<file path="src/pspg_pkg.sv">
// Shared types and constants for the program association section generator.
// No dependencies; every other file of the block imports this package.
package pspg_pkg;

   // Fixed payload geometry.
   localparam int PAYLOAD_BYTES = 184;
   localparam int WORD_COUNT    = PAYLOAD_BYTES / 4;

   // Field widths.
   localparam int INDEX_W   = 5;
   localparam int PROGNUM_W = 16;
   localparam int PID_W     = 13;
   localparam int ENTRY_W   = PROGNUM_W + PID_W;
   localparam int COUNT_W   = 6;
   localparam int CSR_IDX_W = 8;
   localparam int CSR_DAT_W = 16;

   // Request function codes.
   localparam logic FUNC_WRITE = 1'b0;
   localparam logic FUNC_GEN   = 1'b1;

   // Register indexes of the configuration port.
   localparam logic [CSR_IDX_W-1:0] CSR_STREAM_ID     = 8'd0;
   localparam logic [CSR_IDX_W-1:0] CSR_VERSION       = 8'd1;
   localparam logic [CSR_IDX_W-1:0] CSR_CURRENT_NEXT  = 8'd2;
   localparam logic [CSR_IDX_W-1:0] CSR_PROGRAM_COUNT = 8'd3;

   // MPEG-2 CRC-32 parameters.
   localparam logic [31:0] CRC_POLY = 32'h04C1_1DB7;
   localparam logic [31:0] CRC_INIT = 32'hFFFF_FFFF;

   // One queued request.
   typedef struct packed {
      logic                 func;
      logic [INDEX_W-1:0]   entry_index;
      logic [PROGNUM_W-1:0] prog_num;
      logic [PID_W-1:0]     map_pid;
   } cmd_type;

   // Section header settings as seen by the back end.
   typedef struct packed {
      logic [15:0]        stream_id;
      logic [4:0]         version;
      logic               current_next;
      logic [COUNT_W-1:0] program_n;
   } cfg_type;

   // Advance the CRC by one byte, most significant bit first.
   function automatic logic [31:0] crc_byte(input logic [31:0] crc, input logic [7:0] data);
      logic [31:0] c;
      c = crc ^ {data, 24'h000000};
      for (int k = 0; k < 8; k++) begin
         c = c[31] ? ({c[30:0], 1'b0} ^ CRC_POLY) : {c[30:0], 1'b0};
      end
      return c;
   endfunction

endpackage

</file>
<file path="src/pspg_cmd_fifo.sv">
// Two-entry request queue between the front end and the back end.
// Depends on pspg_pkg for the request type.
module pspg_cmd_fifo (
   input  logic              clock,
   input  logic              reset,
   input  logic              push,
   input  pspg_pkg::cmd_type push_data,
   output logic              full,
   output logic              pop_valid,
   output pspg_pkg::cmd_type pop_data,
   input  logic              pop
);
   import pspg_pkg::*;

   localparam int DEPTH = 2;

   cmd_type    slot_ff [DEPTH];
   logic       wr_ptr_ff, wr_ptr_in;
   logic       rd_ptr_ff, rd_ptr_in;
   logic [1:0] count_ff, count_in;

   assign full      = (count_ff == 2'(DEPTH));
   assign pop_valid = (count_ff != 2'd0);
   assign pop_data  = slot_ff[rd_ptr_ff];

   // Pointer and fill-count update.
   always_comb begin
      wr_ptr_in = push ? ~wr_ptr_ff : wr_ptr_ff;
      rd_ptr_in = pop ? ~rd_ptr_ff : rd_ptr_ff;
      count_in  = count_ff + {1'b0, push} - {1'b0, pop};
   end

   always_ff @(posedge clock) begin
      if (reset) begin
         wr_ptr_ff <= 1'b0;
         rd_ptr_ff <= 1'b0;
         count_ff  <= 2'd0;
      end else begin
         wr_ptr_ff <= wr_ptr_in;
         rd_ptr_ff <= rd_ptr_in;
         count_ff  <= count_in;
      end
   end

   // Queue storage needs no reset.
   always_ff @(posedge clock) begin
      if (push) begin
         slot_ff[wr_ptr_ff] <= push_data;
      end
   end

endmodule

</file>
<file path="src/pspg_front.sv">
// Front end: configuration registers and request acceptance.
// Depends on pspg_pkg; feeds pspg_cmd_fifo and hands settings to pspg_back.
module pspg_front #(
   parameter int MAX_PROGRAMS = 32
) (
   input  logic                               clock,
   input  logic                               reset,
   input  logic                               start,
   output logic                               busy,
   input  logic                               req_func,
   input  logic [pspg_pkg::INDEX_W-1:0]       req_entry_index,
   input  logic [pspg_pkg::PROGNUM_W-1:0]     req_program_number,
   input  logic [pspg_pkg::PID_W-1:0]         req_map_pid,
   input  logic                               csr_valid,
   output logic                               csr_ready,
   input  logic [pspg_pkg::CSR_IDX_W-1:0]     csr_index,
   input  logic [pspg_pkg::CSR_DAT_W-1:0]     csr_wdata,
   input  logic                               fifo_full,
   output logic                               fifo_push,
   output pspg_pkg::cmd_type                  fifo_data,
   output pspg_pkg::cfg_type                  cfg
);
   import pspg_pkg::*;

   logic [15:0]        stream_id_ff;
   logic [4:0]         version_ff;
   logic               current_next_ff;
   logic [COUNT_W-1:0] program_count_ff;
   logic               in_range;

   assign csr_ready = 1'b1;
   assign busy      = fifo_full;

   // Writes to slots beyond the table are dropped here; generate requests always pass.
   assign in_range  = (int'(req_entry_index) < MAX_PROGRAMS);
   assign fifo_push = start && !busy && (req_func == FUNC_GEN || in_range);
   assign fifo_data = '{func:        req_func,
                        entry_index: req_entry_index,
                        prog_num:    req_program_number,
                        map_pid:     req_map_pid};

   // Program count saturates at the table depth.
   always_comb begin
      cfg.stream_id    = stream_id_ff;
      cfg.version      = version_ff;
      cfg.current_next = current_next_ff;
      cfg.program_n    = (int'(program_count_ff) > MAX_PROGRAMS) ?
                         COUNT_W'(MAX_PROGRAMS) : program_count_ff;
   end

   // Register file; unknown indexes are ignored.
   always_ff @(posedge clock) begin
      if (reset) begin
         stream_id_ff     <= 16'h0000;
         version_ff       <= 5'd0;
         current_next_ff  <= 1'b1;
         program_count_ff <= '0;
      end else if (csr_valid && csr_ready) begin
         unique case (csr_index)
            CSR_STREAM_ID:     stream_id_ff     <= csr_wdata;
            CSR_VERSION:       version_ff       <= csr_wdata[4:0];
            CSR_CURRENT_NEXT:  current_next_ff  <= csr_wdata[0];
            CSR_PROGRAM_COUNT: program_count_ff <= csr_wdata[COUNT_W-1:0];
            default: ;
         endcase
      end
   end

endmodule

</file>
<file path="src/pspg_back.sv">
// Back end: entry table, byte-serial CRC pass and word emission.
// Depends on pspg_pkg; takes requests from pspg_cmd_fifo.
module pspg_back #(
   parameter int MAX_PROGRAMS = 32
) (
   input  logic              clock,
   input  logic              reset,
   input  pspg_pkg::cfg_type cfg,
   input  logic              cmd_valid,
   input  pspg_pkg::cmd_type cmd,
   output logic              cmd_pop,
   output logic              rsp_valid,
   output logic [31:0]       rsp_payload_word,
   output logic [5:0]        rsp_word_index,
   output logic              rsp_last_word
);
   import pspg_pkg::*;

   localparam int AW = (MAX_PROGRAMS > 1) ? $clog2(MAX_PROGRAMS) : 1;

   typedef enum logic [1:0] {ST_IDLE, ST_CRC, ST_EMIT} state_type;

   logic [ENTRY_W-1:0] table_mem [MAX_PROGRAMS];
   logic [ENTRY_W-1:0] rd_data_ff;
   logic [AW-1:0]      rd_addr_ff, rd_addr_in;

   state_type   state_ff, state_in;
   logic [5:0]  chunk_ff, chunk_in;
   logic [1:0]  lane_ff, lane_in;
   logic [31:0] shift_ff, shift_in;
   logic [31:0] crc_ff, crc_in;
   logic [5:0]  word_ff, word_in;
   logic [7:0]  prev_lo_ff, prev_lo_in;
   logic        valid_ff, valid_in;
   logic [31:0] payload_ff, payload_in;
   logic [5:0]  index_ff, index_in;
   logic        last_ff, last_in;

   logic [11:0] sec_len;
   logic [31:0] hdr_a, hdr_b, entry_word, out_word;
   logic [5:0]  last_chunk;
   logic [6:0]  word_w, n_w;

   assign cmd_pop          = (state_ff == ST_IDLE) && cmd_valid;
   assign rsp_valid        = valid_ff;
   assign rsp_payload_word = payload_ff;
   assign rsp_word_index   = index_ff;
   assign rsp_last_word    = last_ff;

   // Section fields: header chunks for the CRC pass start at byte 1.
   assign sec_len    = 12'd9 + {4'b0000, cfg.program_n, 2'b00};
   assign hdr_a      = {8'h00, 4'hB, sec_len[11:8], sec_len[7:0], cfg.stream_id[15:8]};
   assign hdr_b      = {cfg.stream_id[7:0], 2'b11, cfg.version, cfg.current_next, 16'h0000};
   assign entry_word = {rd_data_ff[ENTRY_W-1:PID_W], 3'b111, rd_data_ff[PID_W-1:0]};
   assign last_chunk = cfg.program_n + 6'd1;
   assign word_w     = {1'b0, word_ff};
   assign n_w        = {1'b0, cfg.program_n};

   // Payload word at emission position; entries sit one byte off word alignment.
   always_comb begin
      priority if (word_ff == 6'd0) begin
         out_word = {16'h0000, 4'hB, sec_len[11:8], sec_len[7:0]};
      end else if (word_ff == 6'd1) begin
         out_word = {cfg.stream_id, 2'b11, cfg.version, cfg.current_next, 8'h00};
      end else if (word_w < n_w + 7'd2) begin
         out_word = {prev_lo_ff, rd_data_ff[ENTRY_W-1:PID_W], 3'b111,
                     rd_data_ff[PID_W-1:8]};
      end else if (word_w == n_w + 7'd2) begin
         out_word = {prev_lo_ff, crc_ff[31:8]};
      end else if (word_w == n_w + 7'd3) begin
         out_word = {crc_ff[7:0], 24'hFF_FFFF};
      end else begin
         out_word = 32'hFFFF_FFFF;
      end
   end

   // Sequencer next-state logic.
   always_comb begin
      state_in   = state_ff;
      chunk_in   = chunk_ff;
      lane_in    = lane_ff;
      shift_in   = shift_ff;
      crc_in     = crc_ff;
      word_in    = word_ff;
      prev_lo_in = prev_lo_ff;
      rd_addr_in = rd_addr_ff;
      valid_in   = 1'b0;
      payload_in = payload_ff;
      index_in   = index_ff;
      last_in    = last_ff;
      unique case (state_ff)
         ST_IDLE: begin
            if (cmd_valid && cmd.func == FUNC_GEN) begin
               state_in   = ST_CRC;
               chunk_in   = 6'd0;
               lane_in    = 2'd0;
               shift_in   = hdr_a;
               crc_in     = CRC_INIT;
               rd_addr_in = '0;
            end
         end
         ST_CRC: begin
            // One byte per cycle; the next chunk loads after the fourth byte.
            crc_in   = crc_byte(crc_ff, shift_ff[31:24]);
            shift_in = {shift_ff[23:0], 8'h00};
            lane_in  = lane_ff + 2'd1;
            if (lane_ff == 2'd3) begin
               if (chunk_ff == last_chunk) begin
                  state_in   = ST_EMIT;
                  word_in    = 6'd0;
                  prev_lo_in = 8'h00;
               end else begin
                  chunk_in = chunk_ff + 6'd1;
                  if (chunk_ff == 6'd0) begin
                     shift_in = hdr_b;
                  end else begin
                     shift_in   = entry_word;
                     rd_addr_in = rd_addr_ff + AW'(1);
                  end
               end
            end
         end
         ST_EMIT: begin
            // The read address runs two words ahead of the entry it serves.
            valid_in   = 1'b1;
            payload_in = out_word;
            index_in   = word_ff;
            last_in    = (word_ff == 6'(WORD_COUNT - 1));
            rd_addr_in = AW'(word_ff);
            word_in    = word_ff + 6'd1;
            if (word_ff >= 6'd2 && word_w < n_w + 7'd2) begin
               prev_lo_in = rd_data_ff[7:0];
            end
            if (word_ff == 6'(WORD_COUNT - 1)) begin
               state_in = ST_IDLE;
            end
         end
         default: state_in = ST_IDLE;
      endcase
   end

   // State and registered outputs.
   always_ff @(posedge clock) begin
      if (reset) begin
         state_ff <= ST_IDLE;
         valid_ff <= 1'b0;
      end else begin
         state_ff <= state_in;
         valid_ff <= valid_in;
      end
      chunk_ff   <= chunk_in;
      lane_ff    <= lane_in;
      shift_ff   <= shift_in;
      crc_ff     <= crc_in;
      word_ff    <= word_in;
      prev_lo_ff <= prev_lo_in;
      rd_addr_ff <= rd_addr_in;
      payload_ff <= payload_in;
      index_ff   <= index_in;
      last_ff    <= last_in;
   end

   // Entry table: one write port, one registered read port.
   always_ff @(posedge clock) begin
      if (cmd_pop && cmd.func == FUNC_WRITE) begin
         table_mem[AW'(cmd.entry_index)] <= {cmd.prog_num, cmd.map_pid};
      end
      rd_data_ff <= table_mem[rd_addr_ff];
   end

endmodule

</file>
<file path="src/pat_section_packet_generator.sv">
// Top level of the program association section packet generator.
// Depends on pspg_pkg, pspg_front, pspg_cmd_fifo and pspg_back.
//
//   Channel   Handshake            Carries
//   request   start / busy         req_func, req_entry_index, req_program_number, req_map_pid
//   response  rsp_valid (strobe)   rsp_payload_word, rsp_word_index, rsp_last_word
//   config    csr_valid/csr_ready  csr_index, csr_wdata
//
// The back end takes a write request from the queue and stores it in the entry table.
// A generate request holds the back end, which takes no other request until it is done:
// it takes the request from the queue, runs the CRC over the section one byte per cycle,
// and emits the words back to back through its output registers.
// The CRC unit and the single table read port set the pace of a generate request.
// Reset clears the queue, sequencer and configuration registers; the entry table is not cleared.
// The receiver cannot stall; busy rises only when the two-deep request queue is full.
module pat_section_packet_generator #(
   parameter int MAX_PROGRAMS = 32
) (
   input  logic                           clock,
   input  logic                           reset,
   input  logic                           start,
   output logic                           busy,
   input  logic                           req_func,
   input  logic [pspg_pkg::INDEX_W-1:0]   req_entry_index,
   input  logic [pspg_pkg::PROGNUM_W-1:0] req_program_number,
   input  logic [pspg_pkg::PID_W-1:0]     req_map_pid,
   output logic                           rsp_valid,
   output logic [31:0]                    rsp_payload_word,
   output logic [5:0]                     rsp_word_index,
   output logic                           rsp_last_word,
   input  logic                           csr_valid,
   output logic                           csr_ready,
   input  logic [pspg_pkg::CSR_IDX_W-1:0] csr_index,
   input  logic [pspg_pkg::CSR_DAT_W-1:0] csr_wdata
);
   import pspg_pkg::*;

   logic    fifo_full;
   logic    fifo_push;
   cmd_type fifo_in;
   logic    fifo_valid;
   cmd_type fifo_out;
   logic    fifo_pop;
   cfg_type cfg;

   // Request acceptance and configuration registers.
   pspg_front #(.MAX_PROGRAMS(MAX_PROGRAMS)) u_front (
      .clock              (clock),
      .reset              (reset),
      .start              (start),
      .busy               (busy),
      .req_func           (req_func),
      .req_entry_index    (req_entry_index),
      .req_program_number (req_program_number),
      .req_map_pid        (req_map_pid),
      .csr_valid          (csr_valid),
      .csr_ready          (csr_ready),
      .csr_index          (csr_index),
      .csr_wdata          (csr_wdata),
      .fifo_full          (fifo_full),
      .fifo_push          (fifo_push),
      .fifo_data          (fifo_in),
      .cfg                (cfg)
   );

   // Request queue between the two halves.
   pspg_cmd_fifo u_fifo (
      .clock     (clock),
      .reset     (reset),
      .push      (fifo_push),
      .push_data (fifo_in),
      .full      (fifo_full),
      .pop_valid (fifo_valid),
      .pop_data  (fifo_out),
      .pop       (fifo_pop)
   );

   // Table, CRC and payload emission.
   pspg_back #(.MAX_PROGRAMS(MAX_PROGRAMS)) u_back (
      .clock            (clock),
      .reset            (reset),
      .cfg              (cfg),
      .cmd_valid        (fifo_valid),
      .cmd              (fifo_out),
      .cmd_pop          (fifo_pop),
      .rsp_valid        (rsp_valid),
      .rsp_payload_word (rsp_payload_word),
      .rsp_word_index   (rsp_word_index),
      .rsp_last_word    (rsp_last_word)
   );

endmodule
</file>
<file path="config.mk">
export PLATFORM = sky130hd
export DESIGN_NAME = pat_section_packet_generator
export DESIGN_NICKNAME = d
export VERILOG_FILES = /design/src/pspg_pkg.sv /design/src/pspg_cmd_fifo.sv /design/src/pspg_front.sv /design/src/pspg_back.sv /design/src/pat_section_packet_generator.sv
export SDC_FILE = /design/constraint.sdc
export NUM_CORES = 1
export LEC_CHECK = 0
export BUFFER_PORTS_ARGS = -buffer_cell sky130_fd_sc_hd__buf_2
export CORE_ASPECT_RATIO = 1.75
export CORE_MARGIN = 3
export CORE_UTILIZATION = 60
export DETAILED_ROUTE_END_ITERATION = 7
export HOLD_SLACK_MARGIN = 0.03
export PLACE_DENSITY = 0.77
export SLEW_MARGIN = 40
export SYNTH_ARGS = -nofsm -noshare
export SYNTH_HDL_FRONTEND = slang
export SYNTH_SLANG_ARGS = --single-unit
</file>
<file path="constraint.sdc">
create_clock -name clock -period 6.21 [get_ports clock]
set_clock_uncertainty 0.1 [all_clocks]
set_input_delay 1.242 -clock clock [delete_from_list [all_inputs] [get_ports clock]]
set_output_delay 1.242 -clock clock [all_outputs]
set_load 0.01 [all_outputs]
</file>
# Word level (Yosys, flattened, before mapping)
# Memory sizes are Yosys's and may differ from the RTL's. A register that Yosys moved wholly into a read port is not among the register bits.
# Cells that the tools add are included.
# Widths: inputs -> output; s select.
# op_classes
n_mux,51
n_shift,0
n_eq_ne,19
div,0
reduce_logical,25
magnitude_cmp,3
bitwise,12
n_addsub,10
n_mul,0
# ops
cell,count
$mux 32,9
$mux 27,8
$pmux 32 s2,2
$not 14->14,8
$mux 6,6
$xor 32x32->32,1
$mux 8,3
$pmux 6 s2,2
$mux 5,4
$add 6x1->6 const B,3
$eq 8x2->1 const B,2
$pmux 8 s2,1
$pmux 5 s3,1
$add 6x2->7 const B,2
$eq 6x7->1,2
$logic_not 6->1,2
$mux 12,1
$reduce_and 4->1,3
$mux 2,5
$reduce_and 2->1,5
$add 4x8->9 const A,1
$eq 8x1->1 const B,1
$logic_not 8->1,1
$ne 2x1->1 const B,4
other kinds (25),43
# word_totals
memories,2
mem_bits_rw,998
romBits,0
register_bits,165
latch_bits,0
# mem_list
memory,words,width,read_ports,rd_ports_with_merged_regs,write_ports,line_no,rtl
u_back.table_mem,32,29,1,1,1,pspg_back.sv:23,logic [ENTRY_W-1:0] table_mem [MAX_PROGRAMS];
u_fifo.slot_ff,2,35,1,1,1,pspg_cmd_fifo.sv:17,cmd_type slot_ff [DEPTH];

# Logic depth before layout (Yosys ltp)
# logic_depth
depth_word,18
depth_mapped,14
depth_no_buf,11

# Modules after synthesis
# Synthesis repeated with hierarchy kept, for this count alone.
# hier_totals
cells_unflattened,2363
hier_area_um2,47610.7
# modules_own_cells
mod,cells_each,n_inst,area_per_inst_um2,seq_area_each_um2
pspg_back,2074,1,43146.4,32411.1
pspg_cmd_fifo,130,1,2899.0,2202.1
pspg_front,159,1,1565.3,560.5

# Worst setup path before layout
# Ideal clock, no wire load.
# synth_path
kind,register to register
from,register u_back.state_ff[1]
to,"register u_back.chunk_ff[0], enable pin"
t_arrival_ns,4.299
required_time_ns,5.789
stages_incl_launch_ff,8
setup_time_ns,0.321
n_path_buf,2
slack_ns,1.491
path_cell_list,dfxtp_1 > inv_1 > ha_1 > clkbuf_1 > clkbuf_1 > nor2_1 > nor2_1 > o21a_1
# synth_between
elab_chain_len,3
elab_cells_between_ends,7
# synth_lines
item,line_no,rtl
start: declaration,pspg_back.sv:27,"state_type state_ff, state_in;"
start signal: assignment,pspg_back.sv:148,state_ff <= state_in;
$eq 2x1->1 / $logic_not 2->1 (equally long branches),pspg_back.sv:91,unique case (state_ff)
"$ne 2x1->1 (no source line), or another cell as far along",n/a,
$reduce_and 4->1 (no source line) (*),n/a,
end signal: assignment,pspg_back.sv:151,chunk_ff <= chunk_in;
end: declaration,pspg_back.sv:28,"logic [5:0] chunk_ff, chunk_in;"
# Every way passes the cells marked *; elsewhere a longest branch is shown, timed or not.
# A chain may end at the register's enable or synchronous reset.

# Final worst setup path
# layout_path
from,register u_front.program_count_ff[5]
to,"register u_back.rd_addr_ff[3], enable pin"
# layout_between
elab_chain_len,6
# layout_lines
item,line_no,rtl
start: declaration,pspg_front.sv:28,logic [COUNT_W-1:0] program_count_ff;
start signal: assignment,pspg_front.sv:63,CSR_PROGRAM_COUNT: program_count_ff <= csr_wdata[COUNT_W-1:0];
$gt 6x6->1,pspg_front.sv:47,cfg.program_n = (int'(program_count_ff) > MAX_PROGRAMS) ?
$mux 6 (*),pspg_front.sv:47,
$add 6x1->6 (*),pspg_back.sv:55,assign last_chunk = cfg.program_n + 6'd1;
$eq 6x6->1 (*),pspg_back.sv:108,if (chunk_ff == last_chunk) begin
$ne 2x2->1 (no source line) (*),n/a,
$reduce_and 5->1 (no source line) (*),n/a,
end signal: assignment,pspg_back.sv:157,rd_addr_ff <= rd_addr_in;
end: declaration,pspg_back.sv:25,"logic [AW-1:0] rd_addr_ff, rd_addr_in;"
# Marked as above.

==> flow_summary_export.csv <==
group,metric,value,unit
min_path,min_from,"u_fifo.rd_ptr_ff$_SDFFE_PP0P_",
clock_network,tritoncts,"yes",
die,fp.dieW,219,um
timing,min_period,3.78,ns
worst_setup_path,required,6.43,ns
routing,wl_met2,57.6,mm
routing,wl_per_cell,27.3,um
timing,finalHoldViolCount,0,
timing,clock.fmax,265,MHz
die,coreArea,78800,um^2
timing,slew_viol_final,0,
global_route,grt_remaining_overflow,0,
routing,routed_wl,108,mm
yosys,synth-seq-cells,1193,
routing,wl_met3,6.29,mm
timing,rsz0062_at_grt,"false",
yosys,synth_area_leaders,"edfxtp_1 71%, mux4_2 6.8%, mux2i_1 3.9%, dfxtp_1 2.7%, o221ai_1 2.0%",
yosys,mappedNetlistArea,47800,um^2
die,io_pins,105,
timing,finalSetupTns,0,ns
global_route,gr-usage-all-layers,0.265,
die,dieArea,83200,um^2
routing,first_iter_violations,2550,
worst_setup_path,critPathLaunchType,"flip-flop",
yosys,synth_ff_type,"edfxtp_1",
global_route,grt_first_pass_wirelength,163,mm
yosys,ys_seq_area_frac,0.736,
power_and_ir_drop,power.density,452,nW/um^2
yosys,synthCells,2714,
run,drv_cap,0,
global_route,antenna_found_initial,1,
finish,layout.nets,2914,
global_route,grt_max_degree,94,
placed_design,port_buffers,103,
clock_network,insertion_delay,0.69,ns
worst_setup_path,crit_chain,"nor2b_1 > inv_1 > ha_1 > xnor2_1 > nand2_1 > o31a_4 > nand2_2 > a211oi_1",
yosys,ys_async_sr_fraction,0,
routing,dr.pass1.iters,5,
worst_setup_path,startpoint,"u_front.program_count_ff[5]$_SDFFE_PP0P_",
clock_network,root_buffer,"clkbuf_16",
routing,wl_met1,38.4,mm
clock_network,numCtsBuffers,102,
yosys,avgSynthCellArea,17.6,um^2
yosys,ys_types,65,
clock_network,h-tree-depth,3,
power_and_ir_drop,ir_drop,0.324,mV
placed_design,hpwl,65.9,mm
worst_setup_path,r2r-start,"u_front.program_count_ff[5]$_SDFFE_PP0P_",
routing,routed-via-count,25200,
routing,top_layer,"met5",
min_path,hold_class,"flip-flop to flip-flop",
yosys,synth_top_area_share,0.709,
clock_network,clk_pin_slew_worst_paths,0.07,ns
routing,drc,0,
clock_network,ctsHoldBuffers,0,
finish,antennaDiodeCount,0,
power_and_ir_drop,p_leak,0.0172,uW
worst_setup_path,cp_slowest_stage_delay,0.75,ns
yosys,synth_nets,2800,
finish,drive_gt1_frac,0.215,
worst_setup_path,path_class,"flip-flop to flip-flop",
global_route,grt_pass1_vias,26100,
die,die_h,379,um
yosys,yosys_warnings,0,
yosys,yosysTopAreaCell,"edfxtp_1",
outcome,status,"finished, final reports clean",
worst_setup_path,arrival,4.00,ns
worst_setup_path,worstSetupEndpointType,"flip-flop",
clock_network,cts_resized,0,
worst_setup_path,worst_path_max_delay_cell,"a211oi_1",
yosys,synth_edf_count,1128,
clock_network,cts_buffer_depth,3,
routing,antenna_left,0,
timing,finalSetupViolCount,0,
finish,syn_to_final_growth,11.9,%
routing,post_drt_via_cell_ratio,6.39,
timing,slew_headroom,0.445,
placed_design,gp_congestion,0.925,
clock_network,cts_setup_buffers,0,
clock_network,clock-sinks,1193,
die,rows,136,
timing,worst_slew_pin_slew,0.831,ns
finish,final_core_util,0.679,
worst_setup_path,crit_path_max_fanout,45,
die,initial_utilization,0.606,
timing,period_share,0.609,
[path summary, 6_finish.rpt]
| kind | slack, ns | cells past startpoint | end |
|---|---|---|---|
| max | 2.43 | 8 | u_back.rd_addr_ff[3]$_DFFE_PP_ |
| min | 0.43 | 2 | flip-flop |
| max reg2reg | 2.43 | 8 | u_back.rd_addr_ff[3]$_DFFE_PP_ |
| min reg2reg | 0.43 | 2 | flip-flop |
[metrics by stage]
| step | total power (uW) | hold slack [ns] | cell area, um^2 | instances | setup slack [ns] |
|---|---|---|---|---|---|
| CTS | 24200 | 0.432 | 53400 | 3950 | 2.46 |
| detailed placement | 17900 | 0.393 | 50100 | 3759 | 2.47 |
| floorplan | 15700 | 0.355 | 47800 | 2714 | 1.49 |
| global placement | 17600 | 0.387 | 49500 | 3729 | 2.25 |
| finish | 24200 | 0.427 | 53500 | 3950 | 2.43 |
| global route | 25100 | 0.459 | 53500 | 3950 | 2.24 |
[cells in the mapped netlist (all sizes together) (4+ instances only)]
library cell,n
edfxtp,1128
nand2,190
mux2i,187
mux4,145
nor2,143
o221ai,110
o21ai,102
mux2,83
buf,81
clkbuf,78
xnor2,68
dfxtp,65
a21oi,62
nor2b,51
xor2,33
ha,23
inv,20
and2,19
nand3,16
a311oi,12
nand2b,10
o22ai,9
o311ai,9
o2bb2ai,8
nor3,7
and3,5
a22oi,4
nand3b,4
nor4,4
o211ai,4
o32ai,4
[critical path: cells and delay by family (launching register included)]
family | cells | cell delay (ns)
AO/OA/AOI/OAI | 2 | 1.26
AND/OR/NAND/NOR | 3 | 0.94
flip-flops | 1 | 0.46
adder cells (fa/ha/maj) | 1 | 0.37
buffers and inverters | 1 | 0.14
XOR/XNOR | 1 | 0.13
[cell usage in the layout (no fill, tap or decap), drive strengths merged, types with 83 or more instances in the layout]
cell,count
o21ai,102
mux4,145
buf,169
mux2i,187
mux2,83
nor2,143
o221ai,110
nand2,190
clkbuf,132
edfxtp,1128
[flip-flops by register name, summed over array words and instances (netlist names), 2 cells and up, named ones only]
signal and flops:
u_fifo.count_ff 2, u_back.rd_data_ff 29, u_back.word_ff 6, u_back.lane_ff 2
u_front.program_count_ff 6, u_front.version_ff 5, u_back.state_ff 2, u_fifo.slot_ff 70
u_back.rsp_payload_word 32, u_back.table_mem 928, u_back.rd_addr_ff 5, u_front.stream_id_ff 16
u_back.shift_ff 32, u_back.prev_lo_ff 8, u_back.rsp_word_index 6, u_back.crc_ff 32
u_back.chunk_ff 6
[report_power, final]
| group | internal (uW) | switching [uW] | leakage, uW |
|---|---|---|---|
| sequential | 10100 | 444 | 0.0107 |
| clock | 3560 | 2800 | 0.00164 |
| combinational | 2770 | 4430 | 0.00488 |
[cell type report]
type | count | area (um^2)
inverter | 20 | 75.1
tap | 1035 | 1290
timing repair buffer | 169 | 1430
sequential | 1193 | 35200
fill | 4894 | 25300
clock inverter | 59 | 548
multi-input combinational | 1342 | 12100
clock buffer | 132 | 2800
[metal layers]
metal  GRT usage  vias to the layer above
li1            -                    10900
met4       0.134                        2
met5           0                        -
met3      0.0408                      275
met2       0.468                     1066
met1       0.316                    13000
[kinds of logic after synthesis]
group	count (synthesis)	share of synthesized area
mux	415	0.127
other cells	1	0.0000785
fa+ha+maj	23	0.00602
xor+xnor	101	0.0202
buf+inv	179	0.0167
compound gates	341	0.0503
simple gates	461	0.0433
flops	1193	0.736
Power figures use the tool's default switching activity.
